===== src/rtl/cqsr_ram.sv =====
// ----------------------------------------------------------------------------
// cqsr_ram
// Generic single-port-write, single-read RAM with registered read data.
// ----------------------------------------------------------------------------
module cqsr_ram #(
    parameter int WIDTH = 8,
    parameter int DEPTH = 16
) (
    input  logic                     i_clk,
    input  logic                     i_we,
    input  logic [$clog2(DEPTH)-1:0] i_waddr,
    input  logic [WIDTH-1:0]         i_wdata,
    input  logic [$clog2(DEPTH)-1:0] i_raddr,
    output logic [WIDTH-1:0]         o_rdata
);
    logic [WIDTH-1:0] r_mem [DEPTH];
    always_ff @(posedge i_clk) begin
        if (i_we) r_mem[i_waddr] <= i_wdata;
        o_rdata <= r_mem[i_raddr];
    end
endmodule


===== config.mk =====
export PLATFORM = sky130hd
export DESIGN_NAME = cqsr_ram
export DESIGN_NICKNAME = d
export VERILOG_FILES = /design/src/rtl/cqsr_ram.sv
export SDC_FILE = /design/constraint.sdc
export NUM_CORES = 1
export LEC_CHECK = 0
export BUFFER_PORTS_ARGS = -buffer_cell sky130_fd_sc_hd__buf_2
export CAP_MARGIN = 0
export CORE_MARGIN = 2
export CORE_UTILIZATION = 25
export CTS_CLUSTER_SIZE = 40
export DETAILED_ROUTE_END_ITERATION = 16
export PLACE_DENSITY = 0.45
export SYNTH_ARGS = -nofsm -noshare
export SYNTH_HDL_FRONTEND = slang
export SYNTH_SLANG_ARGS = --single-unit

===== constraint.sdc =====
create_clock -name i_clk -period 3 [get_ports i_clk]
set_clock_uncertainty 0.05 [all_clocks]
set_input_delay 0.3 -clock i_clk [delete_from_list [all_inputs] [get_ports i_clk]]
set_output_delay 0.3 -clock i_clk [all_outputs]
set_load 0.02 [all_outputs]

After elaboration in Yosys (flattened, before gate mapping)
Memories as Yosys holds them, arrays and structs flattened. A register that Yosys moved wholly into a read port is not among the register bits.
Index checks and enable logic that the tools add are counted.
{"block": "totals", "regBits": 0, "ramBits": 128, "out_inout_bits": 8, "elab_cells": 3, "mem_count": 1}
{"block": "classes", "mux": 2}
{"memory": "r_mem", "depth": 16, "width": 8, "rd": 1, "rd_clocked_by_memory_dff": 1, "write_ports": 1, "line_no": "16", "rtl": "logic [WIDTH-1:0] r_mem [DEPTH];"}
{"operator": "$mux 1", "n": 2}

Depth between registers and ports, before layout
{"block": "logic_depth", "ltp_word": 2, "depth_mapped": 5}

Worst setup path before layout
OpenSTA, ideal clock, no wires.
{"block": "synth_timing", "path_kind": "input -> register", "start": "in i_waddr[2]", "end": "mem r_mem[0][0], enable pin", "setup_time_ns": 0.383, "t_arrival_ns": 1.410, "required_ns": 2.567, "setup_slack_ns": 1.157, "cell_stages": 2, "path_buffers": 0, "path_cell_list": "or3b_2 nor3_1"}
{"item": "start, declared", "line_no": "11", "rtl": "input logic [$clog2(DEPTH)-1:0] i_waddr,"}
{"item": "end, declared", "line_no": "16"}
Straight into the memory's write port.

==> qor.log <==
[critical_path] Worst Path Arrival 1.94 ns
[critical_path] class of the most critical setup path in -> reg
[hold_path] class of the tightest hold or removal check in -> reg
[clock_network] total clock buffers created by CTS 17
[synth] synthesized netlist net count 247
[routing] number of vias per cell 4.31
[global_route] maximum number of pins on one net before global-route repair 27
[routing] final antenna-violating net count 0
[routing] vias after detailed routing 2423
[final_layout] Total Nets Final 297
[placement] Post-Place Worst Slack 0.833 ns
[global_route] total grt overflow 0
[routing] average routed wire per standard cell 20.9 µm
[run_status] result of the run complete, no violations
[synth] mean cell area of the mapped netlist 22.5 µm²
[final_layout] Antenna Cells 0
[routing] total wire length after detailed routing 11.7 mm
[floorplan] overall die height 147 µm
[final_layout] total area of sequential cells 4000 µm²
[sta] final clock period utilization by the worst path 56.8%
[sta] worst-case hold slack 0.233 ns
[floorplan] initial core utilization 25.4%
[final_layout] Finished Layout Cells 562
[global_route] combined global-route utilization of all metal layers 11.5%
[critical_path] worst endpoint required time 3.24 ns
[clock_network] hold buffers post-CTS 0
[sta] Setup TNS Final 0 ns
[critical_path] register-to-register setup slack 1.43 ns
[clock_network] number of clock sinks 136
[clock_network] register clock-pin slew on the reported worst setup and hold paths 0.05 ns
[power_and_ir_drop] power density of the placed cells 704 nW/µm²
[synth] Cells after Synth 229
[floorplan] IO Pins 26
[power_and_ir_drop] cell leakage power 2.06 nW
[sta] Worst-Margin Slew 0.952 ns
[synth] combined area of all synthesized cells 5150 µm²
[clock_network] Bufs on Longest Clock Path 2
[placement] placed insts 530
[sta] setup slack of the critical path after layout 1.30 ns
[sta] worst-case headroom to the max-slew limit 36.3%
[critical_path] maximum cell stage delay along the critical path 0.58 ns
[final_layout] signed area change from the synthesized netlist to the final layout 21.1%
[sta] max-slew violation total from the final report 0
[sta] RSZ-0062 raised after global routing no
[clock_network] number of H-tree levels 4
[run] max-cap viol count 0
[routing] total DRC errors in the routed layout 0
[placement] estimated wirelength of the detail-placed design 7.53 mm
[critical_path] Cell Chain, Critical Path buf_2 -> buf_12 -> mux4_1 -> a22oi_1 -> nand2_1
[routing] Iter 0 DRT Violations 301
[global_route] vias in the first global route 2623
[placement] number of buffer cells added on primary ports 25
[sta] number of endpoints with negative hold slack in the final report 0
[critical_path] CP startpoint kind input pin
[clock_network] latest clock arrival within the worst-skew pair 0.42 ns
[critical_path] highest net fanout along the worst path 24
[global_route] global-route wire length before repair 17.5 mm
[routing] DR pass1 iterations 4
[global_route] antenna violations before repair 0
[synth] Synth warnings 0
[final_layout] final core utilization 30.8%
[clock_network] number of gates resized after CTS 0
[final_layout] total area of multi-input combinational cells 1060 µm²
[critical_path] Critical Path Sink Type flop
[sta] fmax 587 MHz
[sta] Setup-failing EPs final 0
[floorplan] Total Die Area 21800 µm²
[clock_network] CTS tree yes
[synth] library cells used by synthesis 19
[final_layout] number of fillers in the final layout 1942
[sta] Min Clock Period, post-route 1.70 ns
[floorplan] row count 52
[floorplan] horizontal die dimension 147 µm
[power_and_ir_drop] worst vdd rail ir drop 0.000401 V
[placement] final RePlAce weighted congestion 0.662
[synth] number of register bits inferred by synthesis 136
[clock_network] root cell of the clock tree sky130_fd_sc_hd__clkbuf_16
[floorplan] Core Box Area 20200 µm²
[critical_path] critical-path cell with the highest stage delay sky130_fd_sc_hd__mux4_1
[synth] post-synthesis sequential area ratio 77.8%
[clock_network] post-CTS setup buffer count 0
[final_layout] share of final-layout standard cells stronger than drive strength 1 28.8%
placed cells by master (no fill, tap or decap), types with 4 or more instances in the layout:
cell type	n
sky130_fd_sc_hd__edfxtp_1	128
sky130_fd_sc_hd__buf_2	25
sky130_fd_sc_hd__mux4_2	18
sky130_fd_sc_hd__clkbuf_16	17
sky130_fd_sc_hd__a22oi_1	16
sky130_fd_sc_hd__buf_4	15
sky130_fd_sc_hd__mux4_1	14
sky130_fd_sc_hd__nor2_1	13
sky130_fd_sc_hd__nand2_1	9
sky130_fd_sc_hd__clkbuf_1	8
sky130_fd_sc_hd__dfxtp_1	8
sky130_fd_sc_hd__nor3_1	4
sky130_fd_sc_hd__clkbuf_8	4
kinds of logic after synthesis:
logic type | after synthesis | synth area share (%)
DFF | 136 | 77.8
and+or+nand+nor | 35 | 3.18
muxes | 32 | 15.0
AOI/OAI and AO/OA | 16 | 2.33
buffers and inverters | 10 | 1.68
metrics by stage:
| step | total power (W) | area [µm²] |
|---|---|---|
| detailed placement | 0.00240 | 5660 |
| global placement | 0.00240 | 5660 |
| CTS | 0.00443 | 6230 |
| floorplan | 0.00230 | 5150 |
| finish | 0.00439 | 6230 |
| global route | 0.00453 | 6230 |
layout make-up:
type	count	area share [%]
sequential	136	64.2
clock inverter	3	1.04
tap	270	5.42
clock buffer	29	8.19
timing repair buffer	41	4.14
multi-input combinational	83	17.0
where the power goes:
part | total, W | switching [W] | leakage, nW | internal [W]
combinational | 0.000216 | 0.000134 | 0.560 | 0.0000825
clock | 0.00203 | 0.000717 | 0.280 | 0.00131
sequential | 0.00214 | 0.0000167 | 1.22 | 0.00213
path summary, 6_finish.rpt:
check                          from               endpoint  depth (start not counted)
max                      i_raddr[0]     o_rdata[2]$_DFF_P_                          5
min                      i_wdata[4]  r_mem[6][4]$_DFFE_PP_                          1
max reg2reg   r_mem[1][5]$_DFFE_PP_     o_rdata[5]$_DFF_P_                          3
min reg2reg  r_mem[15][0]$_DFFE_PP_     o_rdata[0]$_DFF_P_                          3
state kept, by name, indices dropped and copies added, names as in the netlist:
name	count
r_mem	128
o_rdata	8
metal layers:
| metal | GRT usage [%] | routed length, µm | vias to the layer above | part of all wire [%] |
|---|---|---|---|---|
| li1 | - | - | 1073 | - |
| met2 | 16.8 | 5330 | 72 | 45 |
| met4 | 4.47 | 178 | 0 | 1.5 |
| met1 | 16.5 | 5600 | 1262 | 48 |
| met3 | 2.93 | 617 | 16 | 5.3 |
| met5 | 0 | 0 | - | 0 |
critical path: cells and delay by family:
family / cells / cell delay, ns
AO/OA/AOI/OAI: 1 / 0.35
buffers and inverters: 2 / 0.60
multiplexers: 1 / 0.58
AND/OR/NAND/NOR: 1 / 0.08
synthesized netlist by cell type (all sizes together):
cell type      number  area, µm²
and2b               1       7.51
mux4               32        773
nand2               9       33.8
and2                1       6.26
nor2b               1       6.26
buf                 7       56.3
nand3b              2       15.0
edfxtp            128       3840
nand2b              2       12.5
dfxtp               8        160
a22oi              16        120
clkdlybuf4s25       3       30.0
nand3               1       5.00
nor3                4       20.0
or3b                1       8.76
nor2               13       48.8
(Power assumes the default switching activity.)
