$ cat src/rtl/cqsr_pkg.sv
// ----------------------------------------------------------------------------
// cqsr_pkg
// Shared constants and types of the cell quality sample reservoir.
// ----------------------------------------------------------------------------
package cqsr_pkg;
    localparam int CAPACITY = 64;
    localparam int SLOTS    = CAPACITY + 1;
    localparam int SLOT_W   = $clog2(SLOTS);
    localparam int CNT_W    = $clog2(SLOTS + 1);
    localparam int CELL_W   = 17;
    localparam int ENT_W    = 2 * CELL_W + 16 + 1 + 32;

    localparam logic [1:0] REG_CELL_SIZE = 2'd0;
    localparam logic [1:0] REG_TTL       = 2'd1;
    localparam logic [1:0] REG_MAX_CELLS = 2'd2;
    localparam logic [1:0] REG_QMIN      = 2'd3;

    localparam logic [1:0] KIND_HEAD  = 2'd1;
    localparam logic [1:0] KIND_CHEST = 2'd2;

    typedef struct packed {
        logic [1:0]         sample_kind;
        logic signed [15:0] position_x_mm;
        logic signed [15:0] position_z_mm;
        logic [15:0]        quality;
        logic [31:0]        time_ms;
    } t_in;

    typedef struct packed {
        logic       admitted;
        logic [6:0] occupied_count;
        logic [6:0] heads_held;
        logic [6:0] chests_held;
    } t_out;

    typedef struct packed {
        logic signed [CELL_W-1:0] cx;
        logic signed [CELL_W-1:0] cz;
        logic [15:0]              q;
        logic                     is_head;
        logic [31:0]              t;
    } t_entry;
endpackage

$ cat src/rtl/cqsr_div.sv
// ----------------------------------------------------------------------------
// cqsr_div
// Restoring divider, one quotient bit a cycle, giving floor(a / c) for
// a signed 16-bit dividend and a positive 14-bit divisor.
// ----------------------------------------------------------------------------
module cqsr_div (
    input  logic                           i_clk,
    input  logic                           i_rst_n,
    input  logic                           i_start,
    input  logic signed [15:0]             i_a,
    input  logic [13:0]                    i_c,
    output logic                           o_done,
    output logic signed [cqsr_pkg::CELL_W-1:0] o_q
);
    import cqsr_pkg::*;
    logic [15:0] r_mag, n_mag;
    logic [14:0] r_rem, n_rem;
    logic [13:0] r_c;
    logic        r_neg;
    logic [4:0]  r_cnt;
    logic        r_busy;
    logic [14:0] w_trial;
    logic [16:0] w_qadj;

    always_comb begin
        w_trial = {r_rem[13:0], r_mag[15]};
        n_mag = {r_mag[14:0], 1'b0};
        n_rem = w_trial;
        if (w_trial >= {1'b0, r_c}) begin
            n_rem = w_trial - {1'b0, r_c};
            n_mag[0] = 1'b1;
        end
        // Negative dividends round toward minus infinity.
        if (r_neg) w_qadj = (r_rem != '0) ? -({1'b0, r_mag} + 17'd1) : -{1'b0, r_mag};
        else       w_qadj = {1'b0, r_mag};
    end
    assign o_q = signed'(w_qadj);

    always_ff @(posedge i_clk) begin
        if (!i_rst_n) begin
            r_busy <= 1'b0;
            o_done <= 1'b0;
        end else begin
            o_done <= 1'b0;
            if (i_start) begin
                r_busy <= 1'b1;
                r_cnt  <= 5'd16;
                r_rem  <= '0;
                r_c    <= i_c;
                r_neg  <= i_a[15];
                r_mag  <= i_a[15] ? 16'(-i_a) : 16'(i_a);
            end else if (r_busy) begin
                r_mag <= n_mag;
                r_rem <= n_rem;
                r_cnt <= r_cnt - 5'd1;
                if (r_cnt == 5'd1) begin
                    r_busy <= 1'b0;
                    o_done <= 1'b1;
                end
            end
        end
    end
endmodule
$ cat config.mk
export PLATFORM = sky130hd
export DESIGN_NAME = cqsr_div
export DESIGN_NICKNAME = d
export VERILOG_FILES = /design/src/rtl/cqsr_pkg.sv /design/src/rtl/cqsr_div.sv
export SDC_FILE = /design/constraint.sdc
export NUM_CORES = 1
export LEC_CHECK = 0
export ABC_AREA = 1
export BUFFER_PORTS_ARGS = -buffer_cell sky130_fd_sc_hd__buf_2
export CORE_MARGIN = 3
export CORE_UTILIZATION = 41
export DETAILED_ROUTE_END_ITERATION = 6
export GPL_TIMING_DRIVEN = 0
export SLEW_MARGIN = 20
export SYNTH_ARGS = -nofsm -noshare
export SYNTH_HDL_FRONTEND = slang
export SYNTH_SLANG_ARGS = --single-unit
$ cat constraint.sdc
create_clock -name i_clk -period 3.6 [get_ports i_clk]
set_input_delay 0.18 -clock i_clk [delete_from_list [all_inputs] [get_ports i_clk]]
set_output_delay 0.18 -clock i_clk [all_outputs]
set_load 0.02 [all_outputs]
== After elaboration in Yosys (flattened, before gate mapping) ==
Cells that the tools add are included.

* Register bits: 53
* Bits of input ports: 33
* Output and inout bits: 18
* Logic and storage cells: 35

* $add $sub $neg: 6
* $lt $le $gt $ge: 1
* Equal/unequal tests: 1
* Muxes and demuxes: 13
* Bitwise gates (word level): 2
* Reductions and logical operators: 5

{| class="wikitable"
|+ Operator list
! operator !! number
|-
| 16-bit 2-to-1 mux || 3
|-
| 17-bit 2-to-1 mux || 2
|-
| 15-bit 2-to-1 mux || 2
|-
| 16-bit by 1-bit adder with 17-bit output (second input constant) || 1
|-
| 16-bit negator with 17-bit output || 1
|-
| 17-bit negator || 1
|-
| 16-bit negator || 1
|-
| 15-bit by 14-bit greater-or-equal comparator with 1-bit output || 1
|-
| 15-bit nonzero test || 1
|-
| 15-bit by 14-bit subtractor with 15-bit output || 1
|-
| 5-bit by 1-bit equality test with 1-bit output (second input constant) || 1
|-
| 1-bit 2-to-1 mux || 5
|-
| 5-bit 2-to-1 mux || 1
|-
| 5-bit by 1-bit subtractor with 5-bit output (second input constant) || 1
|-
| 2-bit AND reduction || 2
|-
| 3-bit OR reduction || 1
|-
| 1-bit NOT || 2
|-
| 2-bit nonzero test || 1
|}

== Longest topological paths before layout ==
* Depth after elaboration: 4
* Gate-level depth with buffers: 14

== Worst setup path before layout ==
No wires, ideal clock.

* Path type: register to register
* Start point: reg r_busy
* End point: reg r_cnt[0] (enable)
* Setup time: 0.442 ns
* Data arrival time: 2.153 ns
* Data required time: 3.158 ns
* Path slack: 1.005 ns
* Cell stages (with the launch flop): 3
* Path buffers: 0
* Period minus slack after synthesis: 2.595 ns
* Cell sequence: dfxtp_1 inv_1 a21oi_1

* Word-level cells in the longest chain between the ends: 2

{| class="wikitable"
|+ RTL lines
! what !! RTL line !! text
|-
| start, declared || cqsr_div.sv:21 || <nowiki>logic r_busy;</nowiki>
|-
| start signal, assigned || cqsr_div.sv:41 || <nowiki>r_busy <= 1'b0;</nowiki>
|-
| start signal, assigned || cqsr_div.sv:46 || <nowiki>r_busy <= 1'b1;</nowiki>
|-
| start signal, assigned || cqsr_div.sv:57 || <nowiki>r_busy <= 1'b0;</nowiki>
|-
| 2-bit nonzero test (no source line) || -- ||
|-
| 2-bit AND reduction (no source line) || -- ||
|-
| end signal, assigned || cqsr_div.sv:55 || <nowiki>r_cnt <= r_cnt - 5'd1;</nowiki>
|-
| end, declared || cqsr_div.sv:20 || <nowiki>logic [4:0] r_cnt;</nowiki>
|}

Every way passes these cells.
A chain may end at the register's enable or synchronous reset.

== Worst setup path in the final report ==
* Start point: reg r_rem[0]
* End point: out o_q[5] (netlist name)

* Word-level cells in the longest chain between the ends: 3

{| class="wikitable"
|+ RTL lines
! what !! RTL line !! text
|-
| start, declared || cqsr_div.sv:17 || <nowiki>logic [14:0] r_rem, n_rem;</nowiki>
|-
| start signal, assigned || cqsr_div.sv:54 || <nowiki>r_rem <= n_rem;</nowiki>
|-
| 15-bit nonzero test || cqsr_div.sv:34 || <nowiki>if (r_neg) w_qadj = (r_rem != '0) ? -({1'b0, r_mag} + 17'd1) : -{1'b0, r_mag};</nowiki>
|-
| 17-bit 2-to-1 mux (2 in series) || cqsr_div.sv:34 ||
|-
| end, declared || cqsr_div.sv:13 || <nowiki>output logic signed [cqsr_pkg::CELL_W-1:0] o_q</nowiki>
|}

Every way passes these cells.

==> run_results.csv <==
group,metric,value,unit
outcome,outcome,"complete, no violations",
worst_setup_path,worstPathMaxFanout,7,
floorplanning,std_cell_rows,36,
pwr,post-layout-total-power,1750,uW
route,dr_wl_met2,4910,um
placed_design,io_buffer_count,50,
worst_setup_path,timing_worst_setup_path_type,"flop to primary output",
final_layout,finish.net_count,718,
final_layout,antenna_cells,0,
timing,final_min_period_over_clock_period,0.670,
synth,synthesis.area_per_instance,6.94,sq um
pwr,ir_drop,149,uV
worst_setup_path,reg2reg_depth,12,
timing,min_period,2410,ps
floorplanning,initial_core_util,0.426,
clock_network,clkSlewWorstSetupHoldPaths,100,ps
route,detail_route.drc_violations,0,
clock_network,clk_latency,310,ps
synth,postSynthRegisterBits,53,
timing,maxSlewHeadroom,0.515,
synth,ys_top_cells_by_count,"sky130_fd_sc_hd__nand2_1 (200), sky130_fd_sc_hd__inv_1 (94), sky130_fd_sc_hd__nor2_1 (65), sky130_fd_sc_hd__nand3_1 (57), sky130_fd_sc_hd__edfxtp_1 (51)",
route,routedWlPerCell,13.0,um
synth,synth.distinct_cells,35,
grt,grt_pass1_vias,3895,
route,routed_via_density,4.87,
placed_design,post-dp-hpwl,8320,um
clock_network,post_cts.resized_instances,0,
timing,max_freq,0.415,GHz
clock_network,post_cts.repair.setup_buffers,0,
pwr,reported_leakage_power,0.00238,uW
synth,synth.largest_area_cell,"sky130_fd_sc_hd__edfxtp_1",
route,top_layer_used,"met4",
synth,yosys-top-cells-area,"sky130_fd_sc_hd__edfxtp_1 (36%), sky130_fd_sc_hd__nand2_1 (18%), sky130_fd_sc_hd__inv_1 (8.4%), sky130_fd_sc_hd__nand3_1 (6.8%), sky130_fd_sc_hd__nor2_1 (5.8%)",
grt,grt_start_max_net_pins,17,
timing,timing.hold.ws,33.1,ps
worst_setup_path,worst-r2r-setup-slack,1340,ps
final_layout,seqCellArea,0.00157,sq mm
route,met3_length,531,um
timing,final_hold_viol_count,0,
route,drt_iter0_drc,174,
hold_path,worstHoldEndpoint,"r_c[5]",
route,drt_wl_total,10400,um
final_layout,layout-area-overhead-vs-synth,13.4,%
floorplanning,die_h,107,um
hold_path,holdCritStartpoint,"i_c[5]",
synth,fraction_of_registers_with_async_set_or_reset_after_synthesis,0,
placed_design,gp_congestion,0.880,
synth,yosys_warnings,0,
worst_setup_path,crit_path_start_kind,"flop",
floorplanning,boundaryPins,51,
job,max_cap_violations,0,
clock_network,cts_tree,"yes",
synth,total_standard_cell_area_after_synthesis,0.00421,sq mm
worst_setup_path,critical_path.reg2reg.endpoint,"r_rem[12]",
final_layout,multi_input_area,0.00222,sq mm
grt,global_route.usage.total,0.191,
clock_network,cts_sinks,53,
hold_path,holdPathStages,1,
synth,post-synth-top-count-cell,"sky130_fd_sc_hd__nand2_1",
synth,yosysSeqAreaShare,0.374,
pwr,pwr_cell_area,366,mW/mm^2
clock_network,cts_max_level,2,
synth,synth_cells,606,
synth,synth-main-ff-cell,"sky130_fd_sc_hd__edfxtp_1",
route,postRouteAntennaNets,0,
timing,rsz0062_at_grt,"false",
timing,clock-skew-final,6.56,ps
synth,synth_largest_type_area_fraction,0.364,
synth,synth_enable_flop_cells,51,
worst_setup_path,timing.rr.start,"r_mag[15]",
floorplanning,floorplan.die.width,107,um
grt,grt_first_pass_wirelength,17600,um
grt,overflow,0,
timing,number_of_endpoints_failing_setup_at_the_final_stage,0,
final_layout,fillCellCount,1034,
hold_path,holdCritPathClass,"input pin to flop",
route,detailroute.via_count,3894,
route,dr.pass1.iters,4,
clock_network,worst_case_clock_buffer_depth,2,
final_layout,post_route_cells_drive_above_1_share,0.132,
worst_setup_path,timing.critical_path.arrival,2230,ps
worst_setup_path,setup.worst_path.end_class,"primary output",
timing,timing_max_transition_violations_final,0,
clock_network,num_cts_buffers,5,
worst_setup_path,required_time_worst_endpoint,3420,ps
clock_network,clock-root-buffer,"sky130_fd_sc_hd__clkbuf_8",
floorplanning,die_area,0.0115,sq mm
grt,grt_antenna_before_repair,0,
clock_network,ctsHoldBuffers,0,
timing,worst-slew-pin-transition,727,ps
floorplanning,core-area,0.00986,sq mm
route,routed_metal_1_wire_length,4810,um
synth,net_count_of_the_mapped_netlist,659,
==> registers in the layout, indices dropped and copies added (netlist names) <==
signal,count
r_rem,15
o_done,1
r_busy,1
r_mag,16
r_neg,1
r_cnt,5
r_c,14
==> routing by layer <==
metal  vias up  GRT usage
li1       2037          -
met4         0     0.0493
met3         9     0.0306
met2        86      0.336
met1      1762      0.243
met5         -          0
==> cell type report <==
class                      instances  share of cell area
multi-input combinational        442               0.464
sequential                        53               0.329
inverter                         102              0.0803
timing repair buffer              52              0.0587
tap                              133              0.0349
clock buffer                       6              0.0152
buffer                             9             0.00997
clock inverter                     2             0.00708
==> cells in the final DEF (no fill, tap or decap), drive strengths merged <==
master / count
o31ai: 2
bufinv: 1
buf: 55
edfxtp: 51
clkbuf: 12
nand3b: 2
ha: 19
nand2: 203
clkinv: 3
dfxtp: 2
inv: 100
xnor2: 3
a21oi: 14
nor3: 1
o21ai: 23
o211ai: 1
nand3: 59
a21boi: 1
xor2: 19
and2: 3
nor2: 78
fa: 1
or2: 2
nand4: 9
o32ai: 1
nor4: 1
==> stage by stage <==
stage	area (sq um)	util	setup TNS (ps)	setup slack, ps	cells
after floorplan	4210	-	0	1000	606
after global placement	4620	0.469	-6180	-243	789
after detailed placement	4660	0.473	0	1380	791
after CTS	4770	0.484	0	1190	799
after global routing	4770	0.484	0	1030	799
final	4770	0.484	0	1190	799
==> how the worst max path moves through the flow <==
stage | startpoint | to
2_1_floorplan | r_busy | r_cnt[0]
3_3_place_gp | i_start | r_busy
3_5_place_dp | r_mag[15] | r_rem[12]
4_1_cts | r_rem[0] | o_q[5]
5_1_grt | r_rem[7] | o_q[5]
6_report | r_rem[0] | o_q[5]
==> critical path, stage by stage (launching register included) <==
cell and delay (ps):
sky130_fd_sc_hd__edfxtp_1 500, sky130_fd_sc_hd__nor2_1 130, sky130_fd_sc_hd__nand2_1 60, sky130_fd_sc_hd__nor2_1 190, sky130_fd_sc_hd__nand2_1 220, sky130_fd_sc_hd__o21ai_1 340
sky130_fd_sc_hd__nand2_1 110, sky130_fd_sc_hd__xor2_1 170, sky130_fd_sc_hd__buf_2 190
==> kinds of logic (layout without fill, tap and decap cells) <==
kind of cell / after synthesis / after routing / synth area share
flops: 53 / 53 / 0.374
simple gates: 358 / 358 / 0.363
fa+ha+maj: 20 / 20 / 0.0613
compound gates: 42 / 42 / 0.0541
xor+xnor: 22 / 22 / 0.0458
buf+inv: 111 / 171 / 0.102
==> power breakdown <==
part	internal, uW	leakage [uW]	total [uW]	switching [uW]
clock	206	0.0000528	406	200
sequential	740	0.000505	776	36.1
combinational	198	0.00182	565	367
No activity file was read; power rests on OpenSTA's default activity.
